## src/hw/rtl/atm_pkg.sv

```systemverilog
// Shared types and constants for the ANSI text-mode terminal.
// Used by atm_ctrl, atm_dp, the top level and the testbench.
package atm_pkg;

  localparam int COLUMNS_DEF   = 80;
  localparam int ROWS_DEF      = 25;
  localparam int ESC_DEPTH_DEF = 16;

  typedef enum logic [1:0] {
    CMD_PUT   = 2'd0,
    CMD_FLUSH = 2'd1,
    CMD_READ  = 2'd2,
    CMD_NOP   = 2'd3
  } cmd_t;

  typedef enum logic [1:0] {
    ST_IDLE    = 2'd0,
    ST_PENDING = 2'd1,
    ST_APPLIED = 2'd2,
    ST_LITERAL = 2'd3
  } seq_st_t;

  // controller to datapath
  typedef struct packed {
    logic latch;
    logic boot;
    logic dispatch;
    logic parse;
    logic put;
    logic fill;
    logic scroll_start;
    logic scroll_rd;
    logic scroll_wr;
    logic print_next;
    logic read_cap;
  } atm_cmd_t;

  // datapath to controller
  typedef struct packed {
    logic go_parse;
    logic go_put;
    logic go_print;
    logic go_read;
    logic parse_fill;
    logic parse_print;
    logic put_fill;
    logic fill_last;
    logic need_scroll;
    logic scroll_last;
    logic print_more;
  } atm_sts_t;

endpackage

```

## src/hw/rtl/atm_ctrl.sv

```systemverilog
// Sequencer of the terminal: boot clear, dispatch, parse, put, fill, scroll, print, read.
// Depends on atm_pkg; drives atm_dp through atm_cmd_t.
module atm_ctrl (
  input  logic              clk,
  input  logic              rst_n,
  input  logic              in_valid,
  output logic              in_stall,
  output logic              out_valid,
  input  logic              out_stall,
  input  atm_pkg::atm_sts_t sts,
  output atm_pkg::atm_cmd_t cmd
);
  import atm_pkg::*;

  typedef enum logic [11:0] {
    S_BOOT  = 12'b0000_0000_0001,
    S_IDLE  = 12'b0000_0000_0010,
    S_DISP  = 12'b0000_0000_0100,
    S_PARSE = 12'b0000_0000_1000,
    S_PUT   = 12'b0000_0001_0000,
    S_CHK   = 12'b0000_0010_0000,
    S_FILL  = 12'b0000_0100_0000,
    S_SRD   = 12'b0000_1000_0000,
    S_SWR   = 12'b0001_0000_0000,
    S_PRINT = 12'b0010_0000_0000,
    S_READ  = 12'b0100_0000_0000,
    S_OUT   = 12'b1000_0000_0000
  } state_t;

  state_t state_r, state_nxt;
  logic   boot_r, boot_nxt;
  logic   fchk_r, fchk_nxt;
  logic   print_r, print_nxt;

  always_ff @(posedge clk) begin
    if (!rst_n) begin
      state_r <= S_BOOT;
      boot_r  <= 1'b1;
      fchk_r  <= 1'b0;
      print_r <= 1'b0;
    end else begin
      state_r <= state_nxt;
      boot_r  <= boot_nxt;
      fchk_r  <= fchk_nxt;
      print_r <= print_nxt;
    end
  end

  assign in_stall  = (state_r != S_IDLE);
  assign out_valid = (state_r == S_OUT);

  always_comb begin
    state_nxt = state_r;
    boot_nxt  = boot_r;
    fchk_nxt  = fchk_r;
    print_nxt = print_r;
    cmd       = '0;
    unique case (state_r)
      S_BOOT: begin
        cmd.boot  = 1'b1;
        state_nxt = S_FILL;
      end
      S_IDLE: begin
        if (in_valid) begin
          cmd.latch = 1'b1;
          state_nxt = S_DISP;
        end
      end
      S_DISP: begin
        cmd.dispatch = 1'b1;
        if (sts.go_parse) begin
          state_nxt = S_PARSE;
        end else if (sts.go_put) begin
          print_nxt = 1'b0;
          state_nxt = S_PUT;
        end else if (sts.go_print) begin
          print_nxt = 1'b1;
          state_nxt = S_PRINT;
        end else if (sts.go_read) begin
          state_nxt = S_READ;
        end else begin
          state_nxt = S_OUT;
        end
      end
      S_PARSE: begin
        cmd.parse = 1'b1;
        if (sts.parse_fill) begin
          fchk_nxt  = 1'b0;
          state_nxt = S_FILL;
        end else if (sts.parse_print) begin
          print_nxt = 1'b1;
          state_nxt = S_PRINT;
        end else begin
          state_nxt = S_OUT;
        end
      end
      S_PUT: begin
        cmd.put = 1'b1;
        if (sts.put_fill) begin
          fchk_nxt  = 1'b1;
          state_nxt = S_FILL;
        end else begin
          state_nxt = S_CHK;
        end
      end
      S_CHK: begin
        if (sts.need_scroll) begin
          cmd.scroll_start = 1'b1;
          state_nxt        = S_SRD;
        end else if (print_r) begin
          state_nxt = S_PRINT;
        end else begin
          state_nxt = S_OUT;
        end
      end
      S_FILL: begin
        cmd.fill = 1'b1;
        if (sts.fill_last) begin
          if (boot_r) begin
            boot_nxt  = 1'b0;
            state_nxt = S_IDLE;
          end else if (fchk_r) begin
            state_nxt = S_CHK;
          end else begin
            state_nxt = S_OUT;
          end
        end
      end
      S_SRD: begin
        cmd.scroll_rd = 1'b1;
        state_nxt     = S_SWR;
      end
      S_SWR: begin
        cmd.scroll_wr = 1'b1;
        if (sts.scroll_last) begin
          fchk_nxt  = 1'b1;
          state_nxt = S_FILL;
        end else begin
          state_nxt = S_SRD;
        end
      end
      S_PRINT: begin
        cmd.print_next = 1'b1;
        state_nxt      = sts.print_more ? S_PUT : S_OUT;
      end
      S_READ: begin
        cmd.read_cap = 1'b1;
        state_nxt    = S_OUT;
      end
      S_OUT: begin
        if (!out_stall) state_nxt = S_IDLE;
      end
      default: state_nxt = S_BOOT;
    endcase
  end

endmodule

```

## config.mk

```make
export PLATFORM = sky130hd
export DESIGN_NAME = atm_ctrl
export DESIGN_NICKNAME = d
export VERILOG_FILES = /design/src/hw/rtl/atm_pkg.sv /design/src/hw/rtl/atm_ctrl.sv
export SDC_FILE = /design/constraint.sdc
export NUM_CORES = 1
export LEC_CHECK = 0
export BUFFER_PORTS_ARGS = -buffer_cell sky130_fd_sc_hd__clkbuf_2
export CORE_MARGIN = 10
export CORE_UTILIZATION = 45
export CTS_BUF_LIST = sky130_fd_sc_hd__clkbuf_8
export CTS_CLUSTER_SIZE = 10
export DETAILED_ROUTE_END_ITERATION = 6
export MAX_ROUTING_LAYER = met4
export PLACE_DENSITY = 0.73
export SYNTH_ARGS = -nofsm -noshare
export SYNTH_HDL_FRONTEND = slang
export SYNTH_SLANG_ARGS = --single-unit
```

## constraint.sdc

```tcl
create_clock -name clk -period 2.06 [get_ports clk]
set_clock_uncertainty 0.1 [all_clocks]
set_input_delay 0.309 -clock clk [delete_from_list [all_inputs] [get_ports clk]]
set_output_delay 0.309 -clock clk [all_outputs]
set_load 0.005 [all_outputs]
```

==> reports/summary.txt <==
Slowest stage cell, crit path -> dfxtp_4
Avg Cell Area, Syn -> 8.08 um^2
RSZ-0062 raised after global routing -> yes
Clock buffer count from CTS -> 3
Sink Count -> 15
Slowest stage delay, CP -> 0.37 ns
Mux cell area share after synthesis -> 0
Clk pin slew, worst setup/hold paths -> 0.06 ns
Complex-gate fraction of the synthesized area -> 0.175
Synth Flop Type -> dfxtp_1
Rows -> 17
CTS tree -> yes
Wire length on met1 -> 1.49 mm
Vias -> 1236
Status -> completed
Placeable Area -> 2210 um^2
Largest fanout on the critical path -> 5
Area of the die -> 4670 um^2
GPL Wtd Cong -> 0.913
Worst VDD drop -> 0.621 mV
Hpwl dp -> 2.55 mm
Worst setup path class -> reg -> out
Tightest Pin Transition -> 0.553 ns
Minimum clock period -> 2.05 ns
Final nets -> 196
Worst skew pair latency -> 0.25 ns
Critical Path RT -> 1.65 ns
N_diodes -> 0
Final worst-path cycle share -> 0.995
Mapped Cells -> 130
Synth Area in Simple Gates -> 0.458
Dpl ws -> 0.142 ns
Arrival time worst endpoint -> 1.64 ns
Final Routed Wirelength -> 3.67 mm
Commonest cells after routing, fill and taps aside -> 24 x buf_4, 23 x clkbuf_2, 12 x nor2_1
Delay-heaviest family, CP -> simple AND/OR/NAND/NOR gates
Initial Util -> 0.475
Crit path launch type -> flip-flop
Commonest non-fill, non-tap cell in the layout -> buf_4
Main combinational cell family by area after synthesis -> simple AND/OR/NAND/NOR gates
P per Cell Area -> 663 nW/um^2
Leakage power -> 0.673 nW
First-pass DRT Iterations -> 4
Netlist Area Pre-Place -> 1050 um^2
Post-synth EDFFs -> 0
Top sig layer -> met4
Synth warn -> 0
Sequential share of the synthesized area -> 0.286
Filler cells -> 169
Ys async rst share -> 0
Drt drc -> 0
Final setup fails -> 0
Slew headroom -> 0.628
Hold Path Class -> in -> reg
Routed len/inst -> 17.6 um
Distinct cells, synth -> 48
Max_cap viols -> 0
Critical path buffer and inverter count -> 2
Clock Path Buffers -> 2
Max-slew violations -> 0
Placed insts -> 191
Final worst slack -> 0.00944 ns
# hold bufs at CTS -> 0
Largest net degree at the start of global routing -> 15
Adder-cell share of the synthesized area -> 0.0190
Starting DRT DRC Count -> 53
Syn_nets -> 145
Final hold viol count -> 0
Post-Layout Cell Count -> 208
Total track usage -> 0.156
Xor/xnor share of the synthesized area -> 0.0167
Layout area overhead -> 46.3%
Routed Antenna Nets -> 0
WL met2 -> 1.88 mm
Crit-path cells -> nor4_4 > buf_4 > nand2_4 > or3_4 > nor2_2 > buf_2
Clock Tree Root -> clkbuf_8
Drt via density -> 5.94
Routed length on met3 -> 257 um
Fmax -> 0.488 GHz
Post-synthesis register bit count -> 15
Layout cell share with drive strength beyond 1 -> 0.483
Number of global-route vias before repair -> 1185
Die width -> 68.3 um
Initial antenna violation count -> 0
PortBufs -> 27
Num ports -> 28
First-pass GRT wire length -> 5.45 mm
H-tree levels -> 1
Die height -> 68.3 um
GRT Residual Overflow -> 0
Worst Setup End Kind -> output pin
## per-layer routing
metal / up-vias / GRT usage
met5: - / -
met1: 584 / 0.165
met2: 52 / 0.269
met4: 0 / 0.0377
li1: 592 / -
met3: 8 / 0.0571
## power by group
| part | internal [mW] | switching [mW] |
|---|---|---|
| sequential | 0.305 | 0.0313 |
| combinational | 0.222 | 0.227 |
| clock | 0.132 | 0.103 |
## layout make-up
type / count / area, um^2 / share of cell area
Clock buffer: 3 / 41.3 / 0.0269
Clock inverter: 1 / 3.75 / 0.00244
Inverter: 2 / 7.51 / 0.00488
Multi-Input combinational cell: 106 / 796 / 0.517
Sequential cell: 15 / 317 / 0.206
Tap cell: 28 / 35.0 / 0.0228
Timing Repair Buffer: 53 / 338 / 0.220
## repair_timing
action	CTS	global route
setup endpoints to repair	6	16
resized for setup	11	25
pin swaps	3	8
endpoints found under the hold margin	0	0
buffers inserted	4	9
## synth_stat cells, types with 3 or more instances
cell      instances  area (um^2)
a21oi_1           3         15.0
buf_2             4         20.0
dfxtp_1          15          300
nand2_1          10         37.5
nand2b_1          4         25.0
nand3_1           3         15.0
nand3b_1          3         22.5
nand4_1           3         18.8
nor2_1           17         63.8
nor2b_1           3         18.8
nor3_1            5         25.0
nor4_1            6         37.5
nor4b_1           3         26.3
o21ai_0           5         25.0
## flip-flops by register name (all words and copies together) (netlist names)
signal	cells
fchk_r	1
boot_r	1
print_r	1
state_r	12
## cell families after synthesis
logic type                 Yosys count
buffers and inverters                9
AOI/OAI and AO/OA                   26
xor gates and xnor gates             2
DFF                                 15
and+or+nand+nor                     76
adders and majority gates            2
## per-stage QoR
stage                     instance area (um^2)  total power [mW]  setup TNS [ns]  hold slack [ns]   util
after floorplan                           1050             0.530               0            0.284      -
after global placement                    1280             0.687               0            0.421  0.578
after detailed placement                  1280             0.689               0            0.435  0.578
after CTS                                 1390             0.960        -0.00729            0.171  0.627
after global routing                      1540              1.08          -0.310            0.162  0.695
final                                     1540              1.02               0            0.162  0.695
## worst paths after layout
path / startpoint / to / slack (ns) / depth (start not counted)
worst max register to register: state_r[10]$_SDFFE_PN0P_ / state_r[1]$_SDFFE_PN0P_ / 0.08 / 7
worst min-delay path: sts[8] / state_r[10]$_SDFFE_PN0P_ / 0.16 / 2
worst max-delay path: state_r[4]$_SDFFE_PN0P_ / cmd[9] / 0.009 / 6
worst min register to register: fchk_r$_SDFFE_PN0P_ / state_r[5]$_SDFFE_PN0P_ / 0.45 / 2
Note: power is estimated with default switching activity, not from simulation.
